File: src/wlns_ram.sv
// ----------------------------------------------------------------------------
// wlns_ram
// Generic single-port-write, single-port-read RAM with registered read data.
// ----------------------------------------------------------------------------
module wlns_ram #(
  parameter int unsigned Width = 16,
  parameter int unsigned Depth = 64
) (
  input  logic                     clk_i,
  input  logic                     we_i,
  input  logic [$clog2(Depth)-1:0] waddr_i,
  input  logic [Width-1:0]         wdata_i,
  input  logic [$clog2(Depth)-1:0] raddr_i,
  output logic [Width-1:0]         rdata_o
);

  logic [Width-1:0] mem_q [Depth];

  // Write port and registered read port
  always_ff @(posedge clk_i) begin
    if (we_i) begin
      mem_q[waddr_i] <= wdata_i;
    end
    rdata_o <= mem_q[raddr_i];
  end

endmodule

File: config.mk
export PLATFORM = sky130hd
export DESIGN_NAME = wlns_ram
export DESIGN_NICKNAME = d
export VERILOG_FILES = /design/src/wlns_ram.sv
export SDC_FILE = /design/constraint.sdc
export NUM_CORES = 1
export LEC_CHECK = 0
export BUFFER_PORTS_ARGS = -buffer_cell sky130_fd_sc_hd__buf_4
export CAP_MARGIN = 20
export CORE_ASPECT_RATIO = 1.5
export CORE_MARGIN = 5
export CORE_UTILIZATION = 40
export CTS_CLUSTER_SIZE = 25
export DETAILED_ROUTE_END_ITERATION = 7
export GPL_TIMING_DRIVEN = 0
export HOLD_SLACK_MARGIN = 0.02
export SLEW_MARGIN = 20
export SYNTH_ARGS = -nofsm -noshare
export SYNTH_HDL_FRONTEND = slang
export SYNTH_SLANG_ARGS = --single-unit
File: constraint.sdc
create_clock -name clk_i -period 3.1 [get_ports clk_i]
set_clock_uncertainty 0.1 [all_clocks]
set_input_delay 0.31 -clock clk_i [delete_from_list [all_inputs] [get_ports clk_i]]
set_output_delay 0.31 -clock clk_i [all_outputs]
set_load 0.02 [all_outputs]
-- Word-level counts from Yosys, hierarchy flattened
Memories as Yosys holds them, arrays and structs flattened. A register that Yosys moved wholly into a read port is not among the register bits.
Index checks and enable logic that the tools add are counted.
- register bits after elaboration: 0
- memory bits (writable): 1024
- bits of input ports: 30
- output and inout port bits: 16
- logic and storage cells: 3
- memories: 1
- multiplexer cells: 2
- memories (memory ; words ; bits a word ; read ports ; clocked after Yosys merged registers in ; wr ports ; RTL line ; source):
    mem_q ; 64 ; 16 ; 1 ; 1 ; 1 ; 17 ; logic [Width-1:0] mem_q [Depth];
- operator list (cell ; number):
    1-bit two-way mux ; 2

-- Depth between registers and ports, before layout
Gate-level depths: netlist of the first run.
- depth after elaboration: 2
- depth in mapped cells: 10
- mapped depth without buffers: 5

-- Worst setup path before layout of the first run
Ideal clock, no wire load.
- path kind: input port to flip-flop
- start point: in waddr_i[3]
- end point: mem mem_q[48][0] (enable)
- library setup time: 0.409 ns
- data arrival time: 1.936 ns
- required time: 2.591 ns
- slack: 0.655 ns
- cell stages on the path: 4
- path buffers: 1
- cell sequence: clkbuf_1 > nor2b_1 > nand4b_1 > nor3_1
- RTL lines (what ; RTL line ; source):
    start: declaration ; 11 ; input logic [$clog2(Depth)-1:0] waddr_i,
    end: declaration ; 17 ;
No word-level cell before the write port.

==> results.json, run 1 <==
{
  "outcome": "finished clean",
  "core_um2": 99700,
  "first_global_vias": 19739,
  "grt_pass1_wl_mm": 147,
  "finalHoldViolations": 0,
  "synthesis.area_um2": 40000,
  "max_cap_viol_count": 0,
  "p_total_uw": 28800,
  "via_per_inst": 5.68,
  "pwr-share-clk": 0.403,
  "fin_crit_sh": 0.941,
  "hold_path_depth": 1,
  "clock-sinks": 1040,
  "h-tree-depth": 3,
  "insertion_delay_ns": 0.67,
  "final_util": 0.460,
  "max_slew_margin": 0.109,
  "p_sw_uw": 6050,
  "num_io_pins": 46,
  "intPower_uw": 22800,
  "die_area_um2": 107000,
  "drv_slew": 0,
  "setup_ws_ns": 0.183,
  "min_period_ns": 2.92,
  "cts_setup_buffers": 0,
  "critical_path.startpoint_type": "input port",
  "drt_iter0_markers": 1761,
  "fp.dieW_um": 268,
  "gr-total-overflow": 0,
  "row_count": 142,
  "worst_pin_slew_ns": 1.34,
  "postSynthCellCount": 1829,
  "avgSynthCellArea_um2": 21.9,
  "dr.pass1.iters": 5,
  "clockBufferDepth": 3,
  "ys_ff_latch": 1040,
  "place_inst": 3221,
  "layout_common_cells": "edfxtp_1 (1024), mux4_2 (220), clkbuf_16 (92)",
  "cts_inserted_buffers": 90,
  "fmax_mhz": 343,
  "synth-main-ff-cell": "edfxtp_1",
  "worstPathMaxFanout": 10,
  "grt_start_max_net_pins": 65,
  "path_clk_slew_ns": 0.06,
  "layout-drive-gt1-share": 0.296,
  "ctsResizeCount": 0,
  "final_common_cell": "edfxtp_1",
  "seqPwrFrac": 0.541,
  "vdd_drop_max_mv": 0.378,
  "cts_tree": "built",
  "wl_mm": 103,
  "gp_congestion": 0.894,
  "cp.required_ns": 3.47,
  "place_ws_ns": -0.406,
  "synth_edf_count": 1024,
  "postRouteAntennaNets": 0,
  "cts_hold_buf": 0,
  "portBuffers": 38,
  "wire_per_inst_um": 30.5,
  "yosysSeqAreaShare": 0.776,
  "r2r_slack_ns": 0.39,
  "antenna_found_initial": 1,
  "synth_nets": 1859,
  "finalSetupTns_ns": 0,
  "pwr-share-comb": 0.057,
  "worstSetupPathType": "in2reg",
  "vias": 19226,
  "initial_core_util": 0.402,
  "antennaDiodeCount": 0,
  "die_h_um": 398,
  "fillerInstances": 8168,
  "arrival_ns": 3.29,
  "synth_warnings": 0,
  "synthArstFlopShare": 0,
  "hold_class": "in2reg",
  "p_leak_uw": 0.0144,
  "switching_share": 0.210,
  "crit_path_end_kind": "flop",
  "r2r_cells": 4,
  "grt_usage": 0.194,
  "cts-root-buf": "clkbuf_16",
  "syn_to_final_growth_pct": 14.4,
  "layoutNonFillerInstCount": 3386,
  "setup_viol": 0,
  "ys_types": 43,
  "rsz0062_at_grt": "no",
  "dp_hpwl_mm": 69.9,
  "p_per_area_nw_per_um2": 629,
  "nets": 2047,
  "drc": 0
}
[power groups by stage]
stage                     Combinational (uW)  Clock, uW  Sequential, uW
final                                   1630      11600           15600
after global routing                    1710      12300           15600
after CTS                               1650      11800           15600
after detailed placement                1650          0           15900
after global placement                  1600          0           15900
after floorplan                          806          0           15900
[layer usage]
layer / global-route usage / wire (um) / vias up
met5: 0 / 13 / -
met2: 0.339 / 53600 / 752
met1: 0.230 / 37300 / 10234
li1: - / - / 8055
met3: 0.0290 / 5970 / 183
met4: 0.106 / 6520 / 2
[final cells by class]
cell class	instances	area (um2)	area share
Sequential cell	1040	31100	0.678
Multi-Input combinational cell	685	8410	0.184
Clock inverter	49	579	0.0126
Buffer	104	733	0.0160
Timing Repair Buffer	96	961	0.0210
Tap cell	1296	1620	0.0354
Clock buffer	116	2440	0.0533
[cell usage after synthesis, types with 3 or more instances]
master    instances  share of area
a211o_1           8         0.0017
a211oi_1          8         0.0015
a21oi_1          17         0.0021
a221o_1           6         0.0015
a221oi_1         16         0.0035
a22o_1            6         0.0013
a22oi_1          39         0.0073
a311oi_1          8         0.0017
a31oi_1           8         0.0012
a41oi_1           5         0.0011
and4_1            5         0.0011
buf_1             3        0.00028
buf_12            5         0.0025
buf_2            36         0.0045
buf_4            13         0.0024
buf_6            17         0.0048
buf_8             3         0.0011
clkbuf_1         24         0.0022
dfxtp_1          16         0.0080
edfxtp_1       1024           0.77
mux2_2           27         0.0076
mux2i_1          85          0.021
mux4_1            4         0.0026
mux4_2          220           0.12
nand2_1          59         0.0055
nand2b_1          3        0.00047
nand3_1          24         0.0030
nand4_1          12         0.0019
nor2_1           72         0.0067
nor2b_1          30         0.0047
nor4_2            3        0.00094
o21ai_0           5        0.00062
o21ai_1           3        0.00037
[cell families (layout without fill, tap and decap cells)]
family,after synthesis,in the layout,share of synthesized area
buffers and inverters,104,365,0.0183
and+or+nand+nor,220,220,0.0265
DFF,1040,1040,0.776
muxes,336,336,0.155
AOI/OAI and AO/OA,129,129,0.0241
[final timing paths]
path / startpoint / endpoint
max: raddr_i[2] / rdata_o[13]$_DFF_P_
min: wdata_i[0] / mem_q[62][0]$_DFFE_PP_
max reg2reg: mem_q[63][1]$_DFFE_PP_ / rdata_o[1]$_DFF_P_
min reg2reg: mem_q[49][12]$_DFFE_PP_ / rdata_o[12]$_DFF_P_
[flip-flops by register name (all words and copies together), names as in the netlist]
register,cells
mem_q,1024
rdata_o,16
[stage by stage]
step | area, um2 | hold WS, ns
after global routing | 45800 | 0.123
final | 45800 | 0.0982
after CTS | 45800 | 0.0912
after floorplan | 40000 | 0.309
after global placement | 41900 | 0.627
after detailed placement | 42800 | 0.624
[critical path: stages]
cell,delay (ns)
buf_2,0.26
buf_2,0.38
buf_2,0.54
mux2i_1,0.33
a221oi_1,0.19
a221oi_1,1.07
a311oi_1,0.18
Power figures use the tool's default switching activity.
==> inputs of run 2 (changes only) <==
--- a/config.mk
+++ b/config.mk
@@ -10,6 +10,7 @@
 export CORE_ASPECT_RATIO = 1.5
 export CORE_MARGIN = 5
 export CORE_UTILIZATION = 40
+export CTS_BUF_LIST = sky130_fd_sc_hd__clkbuf_16
 export CTS_CLUSTER_SIZE = 25
 export DETAILED_ROUTE_END_ITERATION = 7
 export GPL_TIMING_DRIVEN = 0
==> run 2 against run 1 <==
Net effect:
- sequential power about the same
- setup slack improved by 0.032 ns
- first-iteration DRC count is the same
- wire length hardly changed
- combinational power about the same
- critical path depth is the same
- global-route usage about the same
- maximum frequency is 1.1% higher
- clock power hardly changed
- flip-flop and latch count stayed put
- core utilization shrank 0.050 points
- critical path type unchanged
- critical endpoint is now rdata_o[11]$_DFF_P_
==> results.json, run 2 (synthesized netlist as in run 1, its figures left out) <==
{
  "outcome": "finished clean",
  "final_common_cell": "edfxtp_1",
  "num_io_pins": 46,
  "core_um2": 99700,
  "gp_congestion": 0.894,
  "crit_chain": "buf_2 > buf_2 > buf_2 > mux2i_1 > a221oi_1 > a221oi_1 > a311oi_1",
  "place_inst": 3221,
  "crit_path_frequent_cell": "buf_2",
  "finalHoldViolations": 0,
  "wl_mm": 103,
  "drc": 0,
  "largest_register_ffs": 1024,
  "portBuffers": 38,
  "cts-root-buf": "clkbuf_16",
  "path_clk_slew_ns": 0.06,
  "arrival_ns": 3.26,
  "first_global_vias": 19740,
  "clockBufferDepth": 3,
  "cts_inserted_buffers": 90,
  "r2r_slack_ns": 0.40,
  "insertion_delay_ns": 0.68,
  "fp.dieW_um": 268,
  "fin_area_um2": 45800,
  "max_slew_margin": 0.118,
  "cts_setup_buffers": 0,
  "fin_crit_sh": 0.931,
  "drt_iter0_markers": 1761,
  "clock-sinks": 1040,
  "cts_hold_buf": 0,
  "layout_common_cells": "edfxtp_1 (1024), mux4_2 (220), clkbuf_16 (92)",
  "syn_to_final_growth_pct": 14.3,
  "layoutNonFillerInstCount": 3386,
  "cpPeakStageDelay_ns": 1.08,
  "grt_usage": 0.194,
  "p_total_uw": 28600,
  "die_area_um2": 107000,
  "setup_viol": 0,
  "h-tree-depth": 3,
  "fillerInstances": 8173,
  "p_leak_uw": 0.0144,
  "antenna_found_initial": 1,
  "critical_path.startpoint_type": "input port",
  "die_h_um": 398,
  "crit_path_end_kind": "flop",
  "vias": 19225,
  "place_area_um2": 42800,
  "vdd_drop_max_mv": 0.382,
  "p_per_area_nw_per_um2": 626,
  "critPathSlowestCell": "a221oi_1",
  "grt_pass1_wl_mm": 147,
  "worstPathMaxFanout": 10,
  "regMostFlops": "mem_q",
  "reg_top3": "mem_q x1024, rdata_o x16",
  "postRouteAntennaNets": 0,
  "row_count": 142,
  "rsz0062_at_grt": "no",
  "initial_core_util": 0.402,
  "finalSetupTns_ns": 0,
  "nets": 2047,
  "wire_per_inst_um": 30.5,
  "cp.required_ns": 3.47,
  "drv_slew": 0,
  "ctsResizeCount": 0,
  "gr-total-overflow": 0,
  "max_cap_viol_count": 0,
  "dp_hpwl_mm": 69.9,
  "fmax_mhz": 347,
  "dr.pass1.iters": 6,
  "antennaDiodeCount": 0,
  "hold_class": "in2reg",
  "cts_tree": "built",
  "min_period_ns": 2.88,
  "worstSetupPathType": "in2reg",
  "via_per_inst": 5.68,
  "grt_start_max_net_pins": 65,
  "worst_pin_slew_ns": 1.32,
  "layout-drive-gt1-share": 0.294
}
-- run 2: changes by cell type in the layout (fill, tap and decap cells not counted) --
cell	delta
clkbuf_8	-5
inv_1	+19
clkinv_1	+5
clkbuf_1	-19
-- run 2: critical path: cells and delay by family --
family | cells | cell delay [ns]
mux | 1 | 0.30
buf+inv | 3 | 1.19
compound gates | 3 | 1.44
-- run 2: final cells by class --
type	instances	area, um2	area share
multi-input cells	685	8410	0.184
repair buffers	96	961	0.0210
well taps	1296	1620	0.0354
flip-flops and latches	1040	31100	0.679
plain buffers	104	733	0.0160
clock buffers	92	2300	0.0503
clock inverters	73	669	0.0146
-- run 2: final timing paths --
check / start / to / cells after the start
setup reg to reg: mem_q[63][1]$_DFFE_PP_ / rdata_o[1]$_DFF_P_ / 4
setup / recovery: raddr_i[2] / rdata_o[11]$_DFF_P_ / 7
hold / removal: wdata_i[0] / mem_q[62][0]$_DFFE_PP_ / 1
hold reg to reg: mem_q[49][12]$_DFFE_PP_ / rdata_o[12]$_DFF_P_ / 4
-- run 2: through the flow --
step                 util  hold WS [ns]  setup slack [ns]
finish              0.459         0.100             0.215
global route        0.459         0.123             0.297
CTS                 0.459        0.0911             0.293
detailed placement  0.429         0.624            -0.406
global placement    0.421         0.627            -0.731
floorplan               -         0.309             0.655
-- run 2: routing by layer --
| metal | global-route usage | part of all wire |
|---|---|---|
| met5 | 0 | 0.00013 |
| met2 | 0.340 | 0.52 |
| met4 | 0.106 | 0.062 |
| met3 | 0.0290 | 0.057 |
| met1 | 0.230 | 0.36 |
-- run 2: power by group --
part           internal [uW]  leakage, uW  switching [uW]  total (uW)
sequential             15600      0.00935            29.9       15600
clock                   6460      0.00151            4950       11400
combinational            563      0.00355            1070        1630
total                  22600       0.0144            6050       28600
