## config.mk

```make
export PLATFORM = sky130hd
export DESIGN_NAME = wlns_cell
export DESIGN_NICKNAME = d
export VERILOG_FILES = /design/src/wlns_pkg.sv /design/src/wlns_cell.sv
export SDC_FILE = /design/constraint.sdc
export NUM_CORES = 1
export LEC_CHECK = 0
export BUFFER_PORTS_ARGS = -buffer_cell sky130_fd_sc_hd__clkbuf_2
export CAP_MARGIN = 25
export CORE_AREA = 8 8 81 83
export DETAILED_ROUTE_END_ITERATION = 16
export DIE_AREA = 0 0 89 91
export HOLD_SLACK_MARGIN = 0.06
export PLACE_DENSITY_LB_ADDON = 0.25
export RECOVER_POWER = 50
export SLEW_MARGIN = 25
export SYNTH_ARGS = -nofsm -noshare
export SYNTH_HDL_FRONTEND = slang
export SYNTH_SLANG_ARGS = --single-unit
```

## constraint.sdc

```tcl
create_clock -name clk_i -period 1.1 [get_ports clk_i]
set_input_delay 0.22 -clock clk_i [delete_from_list [all_inputs] [get_ports clk_i]]
set_output_delay 0.22 -clock clk_i [all_outputs]
set_load 0.05 [all_outputs]
```

## src/wlns_pkg.sv

```systemverilog
// ----------------------------------------------------------------------------
// wlns_pkg
// Shared types and constants of the weighted L1 nearest search block.
// ----------------------------------------------------------------------------
package wlns_pkg;

  localparam int unsigned MaxRows   = 256;
  localparam int unsigned MaxSlots  = 64;
  localparam int unsigned MaxDim    = 1024;
  localparam int unsigned ValueBits = 16;
  localparam int unsigned DistBits  = 40;
  localparam int unsigned CfgBits   = 11;

  localparam logic [DistBits-1:0] DistMax = {DistBits{1'b1}};

  typedef enum logic [1:0] {
    MODE_SLOT  = 2'd0,
    MODE_REP   = 2'd1,
    MODE_QUERY = 2'd2,
    MODE_NONE  = 2'd3
  } mode_e;

  typedef enum logic [1:0] {
    REG_ROW_COUNT    = 2'd0,
    REG_SAMPLE_COUNT = 2'd1,
    REG_DIMENSION    = 2'd2,
    REG_NONE         = 2'd3
  } reg_e;

  typedef enum logic [1:0] {
    ST_IDLE  = 2'd0,
    ST_PREP  = 2'd1,
    ST_RUN   = 2'd2,
    ST_OUT   = 2'd3
  } state_e;

  // Control handed from the sequencer into the head of the cell chain.
  typedef struct packed {
    logic valid;   // a term enters the chain
    logic first;   // first slot of a row: restart the sum
    logic last;    // last slot of a row: compare the sum
  } term_ctl_t;

endpackage

```

## src/wlns_cell.sv

```systemverilog
// ----------------------------------------------------------------------------
// wlns_cell
// One stage of the distance chain. Stage 0 takes the difference magnitude,
// stage 1 multiplies by the weight, stage 2 accumulates a row sum with
// saturation, stage 3 keeps the running minimum. Each cell passes its term
// and control to the neighbor every cycle.
// ----------------------------------------------------------------------------
module wlns_cell #(
  parameter int unsigned Kind      = 0,
  parameter int unsigned ValueBits = wlns_pkg::ValueBits,
  parameter int unsigned RowBits   = 8
) (
  input  logic                          clk_i,
  input  logic                          rst_ni,
  input  wlns_pkg::term_ctl_t           ctl_i,
  input  logic [wlns_pkg::DistBits-1:0] data_i,
  input  logic [wlns_pkg::DistBits-1:0] aux_i,
  input  logic [RowBits-1:0]            row_i,
  output wlns_pkg::term_ctl_t           ctl_o,
  output logic [wlns_pkg::DistBits-1:0] data_o,
  output logic [RowBits-1:0]            row_o,
  output logic [RowBits-1:0]            best_row_o
);

  localparam int unsigned DB = wlns_pkg::DistBits;

  wlns_pkg::term_ctl_t ctl_q;
  logic [DB-1:0]       data_q, data_d;
  logic [RowBits-1:0]  row_q;
  logic [RowBits-1:0]  best_q, best_d;
  logic signed [ValueBits:0] diff;
  logic [ValueBits+16:0] prod;
  logic [DB:0]         sum;

  // Work on the incoming term
  always_comb begin
    data_d = data_q;
    best_d = best_q;
    diff   = '0;
    prod   = '0;
    sum    = '0;
    case (Kind)
      0: begin
        diff   = $signed({data_i[ValueBits-1], data_i[ValueBits-1:0]})
               - $signed({aux_i[ValueBits-1], aux_i[ValueBits-1:0]});
        data_d = DB'(diff[ValueBits] ? -diff : diff);
      end
      1: begin
        prod   = data_i[ValueBits:0] * aux_i[15:0];
        data_d = DB'(prod);
      end
      2: begin
        if (ctl_i.valid) begin
          sum    = {1'b0, (ctl_i.first ? '0 : data_q)} + {1'b0, data_i};
          data_d = sum[DB] ? wlns_pkg::DistMax : sum[DB-1:0];
        end
      end
      default: begin
        if (ctl_i.valid && (ctl_i.first || data_i < data_q)) begin
          data_d = data_i;
          best_d = row_i;
        end
      end
    endcase
  end

  // Hand the term to the next cell
  always_ff @(posedge clk_i or negedge rst_ni) begin
    if (!rst_ni) begin
      ctl_q <= '0;
    end else begin
      ctl_q <= ctl_i;
    end
  end

  always_ff @(posedge clk_i) begin
    data_q <= data_d;
    row_q  <= row_i;
    best_q <= best_d;
  end

  assign ctl_o      = ctl_q;
  assign data_o     = data_q;
  assign row_o      = row_q;
  assign best_row_o = best_q;

endmodule
```

=== Word level (Yosys, flattened, before mapping) ===
Cells that the tools add are included.

* Output and inout bits: 59
* Flip-flop bits (word level): 51
* Bits of input ports: 93

* Multiplexer cells: 1
* $add $sub $neg: 2

{| class="wikitable"
|+ Operators with widths
! kind !! count
|-
| 17-bit negation with 40-bit output || 1
|-
| 16-bit by 16-bit subtractor with 17-bit output || 1
|-
| 16-bit 2-to-1 mux || 1
|}

=== Logic depth before layout (Yosys ltp) ===
Gate-level depths: netlist (run 1).

* Depth in word-level cells: 3
* Mapped depth: 13

=== Worst setup path before layout (run 1) ===
Ideal clock, no wire load.

* Path kind: input-to-reg
* From: input data_i[0] (netlist name)
* To: register data_q[16], in the netlist data_o[16]
* Slack: -1.694 ns
* Cell stages on the path: 13
* Arrival: 2.730 ns
* Library setup time: 0.064 ns
* Cells stage by stage: inv_1 ha_1 fa_1 nor2b_1 o2111ai_2 nand3b_1 xnor2_1 nand3b_1 nor3b_4 nand4_1 or3b_1 ha_1 nor2_1

* Longest elaborated chain between the ends: 2

{| class="wikitable"
|+ RTL lines
! item !! RTL line !! text
|-
| start, declared || wlns_cell.sv:16 || <nowiki>input logic [wlns_pkg::DistBits-1:0] data_i,</nowiki>
|-
| 16-bit by 16-bit subtractor with 17-bit output * || wlns_cell.sv:45 || <nowiki>- $signed({aux_i[ValueBits-1], aux_i[ValueBits-1:0]});</nowiki>
|-
| 17-bit negation with 40-bit output || wlns_cell.sv:46 || <nowiki>data_d = DB'(diff[ValueBits] ? -diff : diff);</nowiki>
|-
| end signal, assigned || wlns_cell.sv:77 || <nowiki>data_q <= data_d;</nowiki>
|-
| end, declared || wlns_cell.sv:28 || <nowiki>logic [DB-1:0] data_q, data_d;</nowiki>
|}

Every way passes the cells marked *; elsewhere a longest branch is shown, timed or not.
A chain may end at the register's enable or synchronous reset.

=== Worst setup path in the final report (run 1) ===
Ends and elaborated chain as after synthesis.

==> results of run 1 <==
-- final cells by class --
cell class | instances | share of cell area
Inverter | 27 | 0.02691
Clock buffer | 6 | 0.01715
Multi-Input combinational cell | 186 | 0.3690
Clock inverter | 2 | 0.002957
Timing Repair Buffer | 178 | 0.3176
Tap cell | 72 | 0.02129
Sequential cell | 51 | 0.2451
-- cell usage after synthesis, drive strengths merged (2+ instances only) --
library cell  number  area, um^2
nand4              3       18.77
a2bb2oi            2       23.77
nor3b              2       26.28
xnor2             14       122.6
nor2              20       75.07
o211ai             3       22.52
and2               2       13.77
nor2b              3       18.77
nand3b             2       15.01
a211oi             3       27.52
inv               27       101.4
a21oi             16       83.83
nand2b             2       12.51
buf                9       65.06
a31oi              4       40.04
or3                4       25.02
nand2             11       43.80
dfxtp             48       960.9
ha                18       225.2
o21ai              5       25.02
dfrtp              3       75.07
a21o               4       31.28
xor2              11       103.9
a211o              2       17.52
nand3              4       20.02
nor3               5       25.02
or2                2       12.52
-- routing by layer --
metal	GRT usage	up-vias	share of wire
met5	0	-	0
met4	0.04993	0	0.015
met3	0.03964	9	0.072
met2	0.2777	90	0.50
met1	0.1741	1070	0.42
li1	-	1196	-
-- metrics by stage --
stage,hold slack (ps),instances
finish,270.3,522
global route,260.0,522
CTS,255.1,512
detailed placement,18.69,489
global placement,18.15,489
floorplan,-75.59,273
-- cell families (layout without fill, tap and decap cells) --
group,after synthesis,count (layout),share of synthesized area
other cells,1,30,0.001567
flops,51,51,0.4328
buf+inv,36,213,0.06952
compound gates,46,46,0.1422
fa+ha+maj,19,19,0.1025
xor+xnor,25,25,0.09462
simple gates,64,64,0.1479
mux,2,2,0.008886
-- repair_timing --
item                                   4_1_cts  5_1_grt
hold buffers                                12        0
endpoints found under the hold margin       14        0
pin swaps                                   10       20
cloned                                       0        1
setup buffers                                4        9
resized for setup                           65       68
setup endpoints to repair                   68       45
-- path summary, 6_finish.rpt --
path / start / endpoint / depth (start not counted)
setup / recovery: data_i[0] / data_o[16]$_SDFF_PP0_ / 14
hold / removal: rst_ni / ctl_o[0]$_DFF_PN0_ / 2
max in group asynchronous: rst_ni / ctl_o[2]$_DFF_PN0_ / 2
min in group clk_i: aux_i[0] / data_o[0]$_DFF_P_ / 4
-- cells in the final DEF (no fill, tap or decap), types with 6 or more instances in the layout --
| cell type | n |
|---|---|
| ha_1 | 14 |
| buf_4 | 88 |
| nor2_1 | 13 |
| xor2_1 | 9 |
| inv_1 | 25 |
| nor2_2 | 6 |
| xnor2_1 | 11 |
| clkbuf_2 | 42 |
| clkbuf_4 | 24 |
| conb_1 | 30 |
| nand2_1 | 10 |
| clkbuf_8 | 6 |
| a21oi_1 | 11 |
| dlygate4sd3_1 | 12 |
| dfxtp_1 | 47 |
-- power breakdown --
group / internal, uW / switching, uW
Sequential: 2130 / 89.9
Combinational: 1330 / 2050
Clock: 445 / 568
Total: 3910 / 2710
-- flip-flops by register name (all words and copies together) (netlist names) --
register,flops
data_o,40
ctl_o,3
row_o,8
==> out/results.ini, run 1 <==
[global_routing]
antenna_found_initial=0
grt_max_degree=19
grt_pass1_wl_mm=10.30
grt_pass1_vias=2370
grt_usage=0.1562
gr-total-overflow=0

[setup_path]
cp-end-kind=flip-flop
crit_family=simple AND/OR/NAND/NOR gates
crit_type=input port to flip-flop
critPathSlowestCell=or3b_1
slowest_delay_ps=390
cp_data_arrival_time_ps=2770
crit_fanout=3
crit_path_start_kind=input port
crit_required_ps=1300
crit_path_cell_trace=buf_8 > clkinv_8 > ha_4 > fa_2 > nand2b_4 > a211oi_2 > o41a_1 > a2bb2oi_2 > nand3b_1 > nor3b_4 > nand4_1 > or3b_1 > ha_2 > nor2_2
critPathBufInv=2

[placement]
hpwl_mm=4.967
gp_congestion=0.8751
port_buffers=95
place_ws_ps=-1846
dpl_cell_area_um2=3501

[clock_network]
cts_tree=built
cts_root_buf=clkbuf_8
clkSinkCount=51
clk_pin_slew_ps=90
numCtsBuffers=5
clockBufferDepth=2
htree_levels=2

[finish]
multi_input_area_um2=1562
drive_above_1_share=0.4978
fillers=338
finalNetCount=561
post-route-util=0.7928
seqCellArea_um2=1037
area.growth.synth_to_final_pct=76.79
diodes=0
final_area_um2=4232

[sta]
fin_crit_sh=2.341
fin_crit_ps=2575
setup_viol=17
setup_ws_ps=-1475
rsz0062_at_grt=true
slew_violations=0
hold_violations=0
max_freq_mhz=388.4
timing.setup.tns_ps=-21500

[drt]
vias=2365
vias_per_cell=4.531
wl_mm=7.192
drc=0
antenna_left=0
wl_per_cell_um=13.78
first_pass_iters=4
drtIter0Drc=49

[synthesis]
synth-edff-count=0
synth-main-ff-cell=dfxtp_1
ys_seq_area_frac=0.4328
ys_seq_elements=51
synth_area_per_cell_um2=9.810
synthArstFlopShare=0.05882
synth.cell_area_um2=2394
syn_inst=244
synthDistinctLibCells=54
yosysWarnings=0

[die]
core-area_um2=5338
die_h_um=91
start_util=0.4484
io_pins=152
die_w_um=89
num_rows=27
dieArea_um2=8099

[power_and_ir_drop]
powerDensity_nw_per_um2=1564
peakVddDrop_uv=1024
power_uw=6616
p_leak_uw=0.002123

[flow_run]
max_cap_violations=0

[outcome]
status=finished with violations
failed_checks=negative setup slack

[hold_path]
hp-class=input port to async pin

Power figures use the tool's default switching activity.
==> run 2, diff against run 1 <==
SKIP_LAST_GASP = 1   (was default)
==> run 2 against run 1 <==
Net effect: the run still ends with negative setup slack left; sequential cell count is the same; power is essentially flat; wire length shrank 0.32%; largest cell class unchanged; critical path type unchanged; critical path depth is the same; largest power group unchanged.
==> out/results.ini, run 2 (same netlist as run 1, synthesis figures left out) <==
[setup_path]
crit_path_start=data_i[0]
slowest_delay_ps=390  ; about the same
critPathSlowestCell=or3b_1
crit_required_ps=1300  ; about the same
crit_type=input port to flip-flop
crit_path_cell_trace=buf_8 > clkinv_8 > ha_4 > fa_2 > nand2b_4 > a211oi_2 > o41a_1 > a2bb2oi_2 > nand3b_1 > nor3b_4 > nand4_1 > or3b_1 > ha_2 > nor2_2
cp-end-kind=flip-flop
cp_data_arrival_time_ps=2780  ; about the same
crit_path_start_kind=input port
crit_fanout=3  ; unchanged

[global_routing]
gr-total-overflow=0  ; unchanged
grt_pass1_wl_mm=10.30  ; unchanged
grt_usage=0.1562  ; unchanged
grt_pass1_vias=2370  ; unchanged
grt_max_degree=19  ; unchanged
antenna_found_initial=0  ; unchanged

[finish]
seqCellArea_um2=1037  ; unchanged
diodes=0  ; unchanged
largest_reg_flops=40  ; unchanged
area.growth.synth_to_final_pct=76.58
post-route-util=0.7918  ; -0.0009380
finalNetCount=561  ; unchanged
drive_above_1_share=0.4933  ; -0.004444
mostFrequentLayoutCells=buf_4 (88), dfxtp_1 (47), clkbuf_2 (42)
final_common_cell=buf_4
fillers=336  ; -0.59%
multi_input_area_um2=1556  ; -0.32%

[flow_run]
max_cap_violations=0  ; unchanged

[drt]
drtIter0Drc=56  ; +14%
antenna_left=0  ; unchanged
wl_mm=7.169  ; -0.32%
first_pass_iters=4  ; unchanged
vias_per_cell=4.531  ; unchanged
wl_per_cell_um=13.73  ; -0.32%
vias=2365  ; unchanged
drc=0  ; unchanged

[power_and_ir_drop]
peakVddDrop_uv=963.4  ; -5.9%
p_leak_uw=0.002123  ; about the same
powerDensity_nw_per_um2=1565  ; about the same

[die]
core-area_um2=5338  ; unchanged
die_h_um=91  ; unchanged
start_util=0.4484  ; unchanged
io_pins=152  ; unchanged
dieArea_um2=8099  ; unchanged
num_rows=27  ; unchanged
die_w_um=89  ; unchanged

[sta]
rsz0062_at_grt=true
max_freq_mhz=388.1  ; about the same
timing.setup.tns_ps=-21390  ; +112.8 ps
whs_ps=270.2  ; -0.06700 ps
slew_violations=0  ; unchanged
setup_viol=17  ; unchanged
hold_violations=0  ; unchanged
fin_crit_ps=2577  ; +2.190 ps
setup_ws_ps=-1477  ; -2.190 ps
fin_crit_sh=2.343  ; about the same

[hold_path]
hp-class=input port to async pin

[clock_network]
clkSinkCount=51  ; unchanged
clockBufferDepth=2  ; unchanged
cts_tree=built
cts_root_buf=clkbuf_8
htree_levels=2  ; unchanged
numCtsBuffers=5  ; unchanged
clk_pin_slew_ps=90  ; about the same

[outcome]
failed_checks=negative setup slack
status=finished with violations

[placement]
hpwl_mm=4.967  ; unchanged
place_ws_ps=-1846  ; unchanged
gp_congestion=0.8751  ; unchanged
port_buffers=95  ; unchanged

run 2: cell counts in the layout (fill, tap and decap cells not counted):
No cell type changed its count.
run 2: final timing paths:
path                       slack, ps  depth (start not counted)                    end
hold / removal                   270                          2     ctl_o[0]$_DFF_PN0_
setup / recovery               -1480                         14  data_o[16]$_SDFF_PP0_
max in group asynchronous        680                          2     ctl_o[2]$_DFF_PN0_
min in group clk_i               350                          4      data_o[0]$_DFF_P_
run 2: timing repair:
item                       4_1_cts  5_1_grt
pin swaps                       10       20
hold endpoints to repair        14        0
buffers inserted                 4        9
gates resized for setup         65       66
setup endpoints to repair       68       45
hold buffers                    12        0
cloned                           0        1
run 2: through the flow:
stage	total power [uW]	area [um^2]	std cells
final	6613	4227	522
after global routing	6935	4227	522
after CTS	6289	3931	512
after detailed placement	5043	3501	489
after global placement	4991	3501	489
after floorplan	4154	2559	273
run 2: metal layers:
metal | GRT usage | part of all wire
met1 | 0.1741 | 0.42
met2 | 0.2777 | 0.50
met3 | 0.03964 | 0.070
met4 | 0.04993 | 0.011
met5 | 0 | 0
run 2: where the power goes:
group | leakage (uW) | internal (uW) | total [uW] | switching [uW]
clock | 0.0000412 | 445 | 1020 | 572
combinational | 0.00164 | 1330 | 3380 | 2040
sequential | 0.000440 | 2130 | 2220 | 90.0
total | 0.00212 | 3910 | 6610 | 2710
run 2: final cells by class:
type	count	share of cell area
clock inverter	2	0.002960
tap	72	0.02131
clock buffer	6	0.01717
inverter	27	0.02694
sequential	51	0.2454
timing repair buffer	178	0.3179
multi-input combinational	186	0.3683
run 2: worst max-delay path, delay by kind of cell:
kind	cells	cell delay, ps
AOI/OAI and AO/OA	3	610
adders and majority gates	3	670
buffers and inverters	2	140
and+or+nand+nor	6	1130
